## config.mk

```make
export PLATFORM = sky130hd
export DESIGN_NAME = autokey_text_cipher
export DESIGN_NICKNAME = d
export VERILOG_FILES = /design/src/rtl/akc_pkg.sv /design/src/rtl/akc_core.sv /design/src/rtl/autokey_text_cipher.sv
export SDC_FILE = /design/constraint.sdc
export NUM_CORES = 1
export LEC_CHECK = 0
export BUFFER_PORTS_ARGS = -buffer_cell sky130_fd_sc_hd__buf_2
export CAP_MARGIN = 20
export CORE_ASPECT_RATIO = 0.6
export CORE_MARGIN = 5
export CORE_UTILIZATION = 42
export DETAILED_ROUTE_END_ITERATION = 10
export HOLD_SLACK_MARGIN = 0.12
export SLEW_MARGIN = 40
export SYNTH_ARGS = -nofsm -noshare
export SYNTH_HDL_FRONTEND = slang
export SYNTH_SLANG_ARGS = --single-unit
```

## constraint.sdc

```tcl
create_clock -name clk -period 7.9 [get_ports clk]
set_input_delay 1.58 -clock clk [delete_from_list [all_inputs] [get_ports clk]]
set_output_delay 1.58 -clock clk [all_outputs]
set_load 0.01 [all_outputs]
```

## src/rtl/akc_pkg.sv

```systemverilog
// Shared types and constants for the autokey text cipher.
package akc_pkg;

    localparam int unsigned CHAR_W   = 8;
    localparam int unsigned COUNT_W  = 4;
    localparam int unsigned SHIFT_W  = 5;

    localparam logic [COUNT_W-1:0] DIGIT_SPAN = 4'd10;
    localparam logic [SHIFT_W-1:0] ALPHA_SPAN = 5'd26;
    localparam logic [COUNT_W-1:0] COUNT_MAX  = 4'd9;

    localparam logic [CHAR_W-1:0] CHAR_0     = 8'h30;
    localparam logic [CHAR_W-1:0] CHAR_9     = 8'h39;
    localparam logic [CHAR_W-1:0] CHAR_UP_A  = 8'h41;
    localparam logic [CHAR_W-1:0] CHAR_UP_Z  = 8'h5A;
    localparam logic [CHAR_W-1:0] CHAR_LOW_A = 8'h61;
    localparam logic [CHAR_W-1:0] CHAR_LOW_Z = 8'h7A;

    localparam logic MODE_ENCODE = 1'b0;
    localparam logic MODE_DECODE = 1'b1;

    typedef struct packed {
        logic advance;
        logic mode;
    } ctrl_t;

endpackage

```

## src/rtl/akc_core.sv

```systemverilog
// Cipher state registers and the per-word transform.
module akc_core (
    input  logic                        clk,
    input  logic                        rst_n,
    input  akc_pkg::ctrl_t              ctrl,
    input  logic [akc_pkg::CHAR_W-1:0]  in_char,
    input  logic                        new_message,
    output logic [akc_pkg::CHAR_W-1:0]  out_char
);
    import akc_pkg::*;

    logic [COUNT_W-1:0] digit_count_reg, digit_count_next;
    logic               prev_is_letter_reg, prev_is_letter_next;
    logic [SHIFT_W-1:0] prev_shift_reg, prev_shift_next;

    logic [COUNT_W-1:0] eff_count;
    logic               eff_is_letter;
    logic [SHIFT_W-1:0] eff_shift;
    logic               is_digit, is_upper, is_lower, is_letter, decoding;
    logic [COUNT_W-1:0] dpos, dres;
    logic [COUNT_W:0]   dsum;
    logic [SHIFT_W-1:0] lpos, lres;
    logic [SHIFT_W:0]   lsum;
    logic [CHAR_W-1:0]  base, lbase_off;

    always_comb
    begin
        decoding      = (ctrl.mode == MODE_DECODE);
        eff_count     = new_message ? '0 : digit_count_reg;
        eff_is_letter = new_message ? 1'b0 : prev_is_letter_reg;
        eff_shift     = new_message ? '0 : prev_shift_reg;

        is_digit  = (in_char >= CHAR_0) && (in_char <= CHAR_9);
        is_upper  = (in_char >= CHAR_UP_A) && (in_char <= CHAR_UP_Z);
        is_lower  = (in_char >= CHAR_LOW_A) && (in_char <= CHAR_LOW_Z);
        is_letter = is_upper || is_lower;

        dpos = in_char[COUNT_W-1:0];
        if (decoding)
        begin
            if (dpos >= eff_count)
                dsum = {1'b0, dpos} - {1'b0, eff_count};
            else
                dsum = {1'b0, dpos} + {1'b0, DIGIT_SPAN} - {1'b0, eff_count};
        end
        else
        begin
            dsum = {1'b0, dpos} + {1'b0, eff_count};
            if (dsum >= {1'b0, DIGIT_SPAN})
                dsum = dsum - {1'b0, DIGIT_SPAN};
        end
        dres = dsum[COUNT_W-1:0];

        base      = is_upper ? CHAR_UP_A : CHAR_LOW_A;
        lbase_off = in_char - base;
        lpos      = lbase_off[SHIFT_W-1:0];
        if (!eff_is_letter)
            lsum = {1'b0, lpos};
        else if (decoding)
        begin
            if (lpos >= eff_shift)
                lsum = {1'b0, lpos} - {1'b0, eff_shift};
            else
                lsum = {1'b0, lpos} + {1'b0, ALPHA_SPAN} - {1'b0, eff_shift};
        end
        else
        begin
            lsum = {1'b0, lpos} + {1'b0, eff_shift};
            if (lsum >= {1'b0, ALPHA_SPAN})
                lsum = lsum - {1'b0, ALPHA_SPAN};
        end
        lres = lsum[SHIFT_W-1:0];

        if (is_digit)
            out_char = CHAR_0 + {{(CHAR_W-COUNT_W){1'b0}}, dres};
        else if (is_letter)
            out_char = base + {{(CHAR_W-SHIFT_W){1'b0}}, lres};
        else
            out_char = in_char;

        if (is_digit)
            digit_count_next = (eff_count == COUNT_MAX) ? '0 : eff_count + 1'b1;
        else
            digit_count_next = eff_count;
        prev_is_letter_next = is_letter;
        if (is_letter)
            prev_shift_next = decoding ? lres : lpos;
        else
            prev_shift_next = '0;
    end

    always_ff @(posedge clk or negedge rst_n)
    begin
        if (!rst_n)
        begin
            digit_count_reg    <= '0;
            prev_is_letter_reg <= 1'b0;
            prev_shift_reg     <= '0;
        end
        else if (ctrl.advance)
        begin
            digit_count_reg    <= digit_count_next;
            prev_is_letter_reg <= prev_is_letter_next;
            prev_shift_reg     <= prev_shift_next;
        end
    end

endmodule

```

## src/rtl/autokey_text_cipher.sv

```systemverilog
// Top level of the autokey text cipher with its stream handshake and mode register.
// A word is held in the input register and moves into the result register when it advances.
// Throughput: one word per cycle while the sink keeps taking results; an empty input
// register takes a new word while a finished one waits for the sink.
// Reset: rst_n clears the mode to encode, the digit count and the letter chain,
// and empties both registers; no clearing pass is needed.
module autokey_text_cipher (
    input  logic                        clk,
    input  logic                        rst_n,
    input  logic                        cfg_we,
    input  logic                        cfg_wdata,      // mode: 0 encode, 1 decode
    input  logic                        s_axis_tvalid,
    output logic                        s_axis_tready,
    input  logic [akc_pkg::CHAR_W-1:0]  s_axis_tdata,   // [7:0] in_char
    input  logic                        s_axis_tuser,   // [0] new_message
    output logic                        m_axis_tvalid,
    input  logic                        m_axis_tready,
    output logic [akc_pkg::CHAR_W-1:0]  m_axis_tdata    // [7:0] out_char
);
    import akc_pkg::*;

    logic              mode_reg;
    logic              in_valid_reg;
    logic [CHAR_W-1:0] in_char_reg;
    logic              new_msg_reg;
    logic              out_valid_reg;
    logic [CHAR_W-1:0] out_char_reg;
    logic [CHAR_W-1:0] out_char_next;
    logic              advance;
    ctrl_t             ctrl;

    assign advance       = in_valid_reg && (!out_valid_reg || m_axis_tready);
    assign s_axis_tready = !in_valid_reg || advance;
    assign ctrl.advance  = advance;
    assign ctrl.mode     = mode_reg;
    assign m_axis_tvalid = out_valid_reg;
    assign m_axis_tdata  = out_char_reg;

    akc_core u_core (
        .clk         (clk),
        .rst_n       (rst_n),
        .ctrl        (ctrl),
        .in_char     (in_char_reg),
        .new_message (new_msg_reg),
        .out_char    (out_char_next)
    );

    always_ff @(posedge clk or negedge rst_n)
    begin
        if (!rst_n)
            mode_reg <= MODE_ENCODE;
        else if (cfg_we)
            mode_reg <= cfg_wdata;
    end

    always_ff @(posedge clk or negedge rst_n)
    begin
        if (!rst_n)
            in_valid_reg <= 1'b0;
        else if (s_axis_tready)
            in_valid_reg <= s_axis_tvalid;
    end

    always_ff @(posedge clk)
    begin
        if (s_axis_tready && s_axis_tvalid)
        begin
            in_char_reg <= s_axis_tdata;
            new_msg_reg <= s_axis_tuser;
        end
    end

    always_ff @(posedge clk or negedge rst_n)
    begin
        if (!rst_n)
            out_valid_reg <= 1'b0;
        else if (advance)
            out_valid_reg <= 1'b1;
        else if (m_axis_tready)
            out_valid_reg <= 1'b0;
    end

    always_ff @(posedge clk)
    begin
        if (advance)
            out_char_reg <= out_char_next;
    end

    a_advance_fills_output: assert property (@(posedge clk) disable iff (!rst_n)
        advance |=> out_valid_reg)
        else $error("Result register not loaded after a word advanced.");

    a_held_input_stable: assert property (@(posedge clk) disable iff (!rst_n)
        in_valid_reg && !advance |=> in_valid_reg && $stable(in_char_reg)
            && $stable(new_msg_reg))
        else $error("Stalled input register changed.");

    a_ready_low_means_full: assert property (@(posedge clk) disable iff (!rst_n)
        !s_axis_tready |-> in_valid_reg && out_valid_reg && !m_axis_tready)
        else $error("Input stalled without a full pipeline.");

endmodule

```

Word level (Yosys, flattened, before mapping) --
Cells that the tools add are included.
Word-level totals: output and inout port bits 10, word-level logic and storage cells 64, memories kept 0, register bits 30, RAM bits 0, ROM bits 0, input bits 15, latch bits 0
Operators by class: add/subtract/negate cells 14, bitwise operators 0, equality and inequality tests 1, magnitude comparators 10, div/mod/pow operators 0, shifts and indexed selects 0, reduce and logical (&&, ||, !) cells 11, multipliers 0, muxes and demuxes 19
Operators with widths (number):
- 2-to-1 mux 5 bit | 7
- 2-to-1 mux 4 bit | 6
- greater-or-equal comparator 8 x 7 -> 1 bit, second input constant | 2
- less-or-equal comparator 8 x 7 -> 1 bit, second input constant | 2
- 2-to-1 mux 8 bit | 2
- subtractor 5 bit | 3
- adder 7 x 5 -> 8 bit | 1
- greater-or-equal comparator 8 x 6 -> 1 bit, second input constant | 1
- less-or-equal comparator 8 x 6 -> 1 bit, second input constant | 1
- subtractor 4 bit | 2
- adder 6 x 4 -> 7 bit, first input constant | 1
- adder 5 x 5 -> 6 bit | 1
- greater-or-equal comparator 6 x 5 -> 1 bit, second input constant | 1
- 2-to-1 mux 6 bit | 1
- adder 4 x 4 -> 5 bit | 1
- adder 5 bit, second input constant | 1
- greater-or-equal comparator 5 x 4 -> 1 bit, second input constant | 1
- greater-or-equal comparator 5 bit | 1
- logical AND 1 bit | 5
- subtractor 5 bit, second input constant | 1
- adder 4 x 1 -> 4 bit, second input constant | 1
- adder 4 bit, second input constant | 1
- == test 4 bit, second input constant | 1
- greater-or-equal comparator 4 bit | 1
- other kinds (5) | 10

Longest topological paths before layout --
depth after elaboration 12, depth in mapped cells 16, depth with buffers taken out 15

By module --
A second synthesis with hierarchy kept.
Unflattened totals: cell total of the unflattened synthesis 310, area total of the unflattened synthesis 2865.2 µm²
Modules (own cells, without submodules):
- akc_core | area each 2214.6 µm², instances 1, sequential area each 250.2 µm², cells an instance 283
- autokey_text_cipher | area each 650.6 µm², instances 1, sequential area each 585.6 µm², cells an instance 27

Worst setup path before layout --
OpenSTA, ideal clock, no wires.
path type reg2reg, from register in_char_reg[1], to register out_char_reg[6] (netlist: m_axis_tdata[6]) (data pin), setup time 259 ps, setup slack 4196 ps, data arrival time 3445 ps, cell stages (with the launch flop) 14, path buffers 0, required time 7641 ps, cell sequence edfxtp_1 -> inv_1 -> ha_1 -> inv_1 -> fa_1 -> xnor2_2 -> inv_1 -> a2111oi_4 -> a21oi_2 -> xnor2_1 -> a211oi_1 -> ha_1 -> inv_1 -> o31a_1
Between the ends: word-level cells in the longest chain between the ends 9, elaborated cells between the ends (all ways) 37
Ends and longest elaborated chain:
- start: declaration | line autokey_text_cipher.sv:24 | logic [CHAR_W-1:0] in_char_reg;
- start signal: assignment | line autokey_text_cipher.sv:68 | in_char_reg <= s_axis_tdata;
- subtractor 5 bit | line akc_core.sv:55 | lbase_off = in_char - base;
- adder 5 x 5 -> 6 bit / adder 5 bit (equally long branches) | line akc_core.sv:68, akc_core.sv:64
- subtractor 5 bit, or another cell as far along | line akc_core.sv:70 | lsum = lsum - {1'b0, ALPHA_SPAN};
- 2-to-1 mux 5 bit, on equally long branches | line akc_core.sv:69, akc_core.sv:61
- 2-to-1 mux 5 bit | line akc_core.sv:59 | else if (decoding)
- 2-to-1 mux 5 bit | line akc_core.sv:57 | if (!eff_is_letter)
- adder 7 x 5 -> 8 bit | line akc_core.sv:77 | out_char = base + {{(CHAR_W-SHIFT_W){1'b0}}, lres};
- 2-to-1 mux 8 bit | line akc_core.sv:76 | else if (is_letter)
- 2-to-1 mux 8 bit * | line akc_core.sv:74 | if (is_digit)
- end signal: assignment | line autokey_text_cipher.sv:86 | out_char_reg <= out_char_next;
- end: declaration | line autokey_text_cipher.sv:27 | logic [CHAR_W-1:0] out_char_reg;
Mark *: on every way between the ends. The rest lies on a longest branch, timed or not. A chain may end at the register's enable or synchronous reset.

Worst setup path after layout --
from register in_char_reg[2], to register out_char_reg[6] (netlist: m_axis_tdata[6]) (data pin)
Same word-level chain as after synthesis.

==> key figures <==
Logic synthesis
  – Seq/Total Area, Yosys: 0.271
  – Post-synth top area share: 0.165
  – Largest family of logic cells by synthesized area: compound AO/OA/AOI/OAI gates
  – Synth Warn #: 0
  – Post-synthesis compound-gate area fraction: 0.240
  – Cells after synthesis: between 300 and 400
  – Area share of and/or/nand/nor cells after synthesis: 0.164
  – Fraction of the mapped netlist area in adder cells: 0.177
  – Synth Area in XOR/XNOR: 0.0648
  – Async SR Flop Fraction: 0.433
  – Post-synth EDFFs: 17
  – Syn Area/Cell: between 9 and 10 um2
  – Netlist cell types: between 60 and 70
  – Synthesized area: just over 3000 um2
  – Synth Flop Type: edfxtp_1
  – Mux cell area share after synthesis: 0.0198
  – Synth area leader: edfxtp_1
  – Ranking of synthesized cells by area: edfxtp_1 (17%), ha_1 (13%), dfrtp_1 (11%)
  – Syn nets: between 300 and 400
  – #FFs+latches synth: 30

Worst setup path
  – Most used cell, CP: inv_1
  – WP data required: a little under 8 ns
  – Crit-path slowest cell: ha_1
  – CP endpoint kind: register
  – CP top delay family: compound AO/OA/AOI/OAI gates
  – Worst EP arrival: ~4.4 ns
  – Crit path kind: register to register
  – Critical path buffers and inverters: 3
  – Slowest stage delay, CP: 0.64 ns
  – Startpoint type of the worst setup path: register
  – CP cell instances: nor3_1 -> xnor2_1 -> inv_1 -> ha_1 -> inv_1 -> nor4_2 -> a2111oi_4 -> a21oi_2 -> xnor2_1 -> a211oi_1 -> ha_1 -> inv_1 -> o31a_1
  – Max FO, Critical Path: 13

Clock tree
  – TritonCTS clock tree: done
  – Setup bufs post-CTS: 0
  – Num CTS Buffers: 5
  – CTS H-tree lvls: 2
  – Clk Latency, worst-skew pair: ~0.28 ns
  – CTS root buffer: clkbuf_16
  – CTS Buffer Depth: 2
  – Num Clock Sinks: 30
  – # resized after CTS: 0
  – Post-cts hold buffer count: 0
  – Clock-pin transition on the worst setup and hold timing paths: around 0.050 ns

Timing
  – Worst Tran Pin Value: ~0.63 ns
  – Fmax: approximately 230 MHz
  – TNS Setup: 0 ns
  – Setup Viol. Count Final: 0
  – Final worst path period share: 0.559
  – Skew final: 0.00624 ns
  – Final Slew Violations: 0
  – Crit path time final: around 4.4 ns
  – Final Hold Viols: 0
  – RSZ-0062 raised after global routing: no
  – Worst rel slew slack: 0.576
  – Fin Hold WS: approximately 0.48 ns

Power and ir drop
  – Leak: approximately 1.5 nW
  – Pwr Total: slightly below 700 uW
  – Max IR drop VDD: approximately 0.10 mV
  – PwrDens: roughly 200 nW/um2

GRT
  – Global route overflow: 0
  – GR Util met2: 0.209
  – Vias in the first global route: approximately 2300
  – Largest net degree at the start of global routing: 18
  – Global-route wire length before repair: between 10000 and 15000 um
  – Met1 usage: 0.279
  – Met3 GRT Util: 0.0601
  – Overall routing resource usage: 0.172
  – GRT busiest layer: met1
  – Initial antenna violation count: 0

Placement
  – Post-DP HPWL: 6100 um
  – Placer Congestion: 0.905
  – Port Buffers: 24

Route
  – Detail Route Antenna Nets: 0
  – Final WL: approximately 7600 um
  – Post-route DRC: 0
  – DR vias: around 2500
  – DR WL/cell: between 15 and 20 um
  – Drt pass-1 iters: 5
  – Initial drt markers: 130
  – Drt via density: 5.58

Final layout
  – Post-layout util: 0.476
  – Layout area overhead: 11.0%
  – # diodes: 0
  – Share of cells above drive strength 1: 0.153
  – Layout fillers: approximately 700
  – Final net count: 405

Floorplanning
  – Row count: 24
  – Die width: between 100 and 150 um
  – Boundary pin count: 25
  – Chip height: ~76 um
  – Core ar.: approximately 7000 um2
  – Die area: 9230 um2
  – Starting Density: 0.429

Outcome
  – Status: finished clean

Hold path
  – Hold Path Class: register to register

Flow run
  – Maxcap violations: 0
[cells in the mapped netlist, types with 2 or more instances]
library cell and n:
o21ai_0 21, o31ai_1 2, and4b_1 2, nand3_1 3, clkbuf_1 6, a211o_1 2, or3_1 2, nand2b_1 15
mux2i_1 5, xnor2_1 16, inv_1 36, nor2_1 20, nor2b_1 10, nand3b_1 2, a31o_2 2, ha_1 31
nor3b_1 3, o311ai_0 2, a21oi_2 3, o211a_1 2, a211oi_1 4, a21oi_1 16, a21o_1 3, fa_1 8
dfrtp_1 13, a31oi_1 4, o31a_1 4, o21a_1 2, xor2_1 5, buf_2 2, o21bai_1 4, o311ai_2 2
nor3_1 3, nor4_2 2, o22ai_1 2, and2_1 2, nand2_1 19, nor3b_2 2, o211ai_2 2, buf_6 2
edfxtp_1 17, o211ai_1 3
[layer usage]
layer / part of all wire / up-vias
met2: 0.37 / 91
met3: 0.088 / 7
met5: 0 / -
met4: 0.0066 / 0
li1: - / 1219
met1: 0.54 / 1157
[placed cells by master, fill, tap and decap left out, drive strengths merged, types with 4 or more instances in the layout]
cell / n
a31oi: 4
a211oi: 6
o31a: 4
nor2b: 10
a21oi: 19
clkbuf: 8
ha: 31
nand2: 19
nor2: 20
dfrtp: 13
xor2: 5
o21bai: 4
xnor2: 17
fa: 8
edfxtp: 17
nor3b: 5
buf: 24
nand2b: 15
mux2i: 5
o211ai: 5
inv: 36
o21ai: 22
o311ai: 5
[cells by family after synthesis]
kind of cell	after synthesis
multiplexers	6
buffers and inverters	47
AO/OA/AOI/OAI	96
AND/OR/NAND/NOR	91
adder cells (fa/ha/maj)	39
flip-flops	30
XOR/XNOR	22
[cell type report]
| cell class | count | area, um2 | area share |
|---|---|---|---|
| clock buffers | 8 | 168 | 0.0489 |
| inverters | 36 | 135 | 0.0394 |
| multi-input cells | 254 | 2060 | 0.600 |
| flip-flops and latches | 30 | 836 | 0.244 |
| well taps | 91 | 114 | 0.0332 |
| repair buffers | 24 | 120 | 0.0350 |
[worst paths after layout]
kind	to	start	slack (ns)	cells past startpoint
worst min-delay path	u_core.prev_shift_reg[0]	u_core.prev_shift_reg[0]	0.48	2
worst min register to register	u_core.prev_shift_reg[0]	u_core.prev_shift_reg[0]	0.48	2
min in group asynchronous	u_core.digit_count_reg[1]	rst_n	1.18	1
worst max-delay path	m_axis_tdata[6]	in_char_reg[2]	3.48	13
max in group asynchronous	u_core.prev_shift_reg[0]	rst_n	6.50	1
worst max register to register	m_axis_tdata[6]	in_char_reg[2]	3.48	13
[worst min-delay path, delay by kind of cell, from the launching register on]
family / cells / cell delay [ns]
flip-flops: 1 / 0.33
AO/OA/AOI/OAI: 1 / 0.06
AND/OR/NAND/NOR: 1 / 0.05
[power breakdown]
group          switching, mW  internal (mW)
registers             0.0158          0.187
logic                  0.166          0.114
clock network         0.0673          0.144
[metrics by stage]
stage	area, um2	cells	setup WS (ns)
2_1_floorplan	3090	331	4.20
3_3_place_gp	3260	435	3.69
3_5_place_dp	3260	435	3.57
4_1_cts	3430	443	3.53
5_1_grt	3430	443	3.21
6_report	3430	443	3.48
Note: power is estimated with default switching activity, not from simulation.
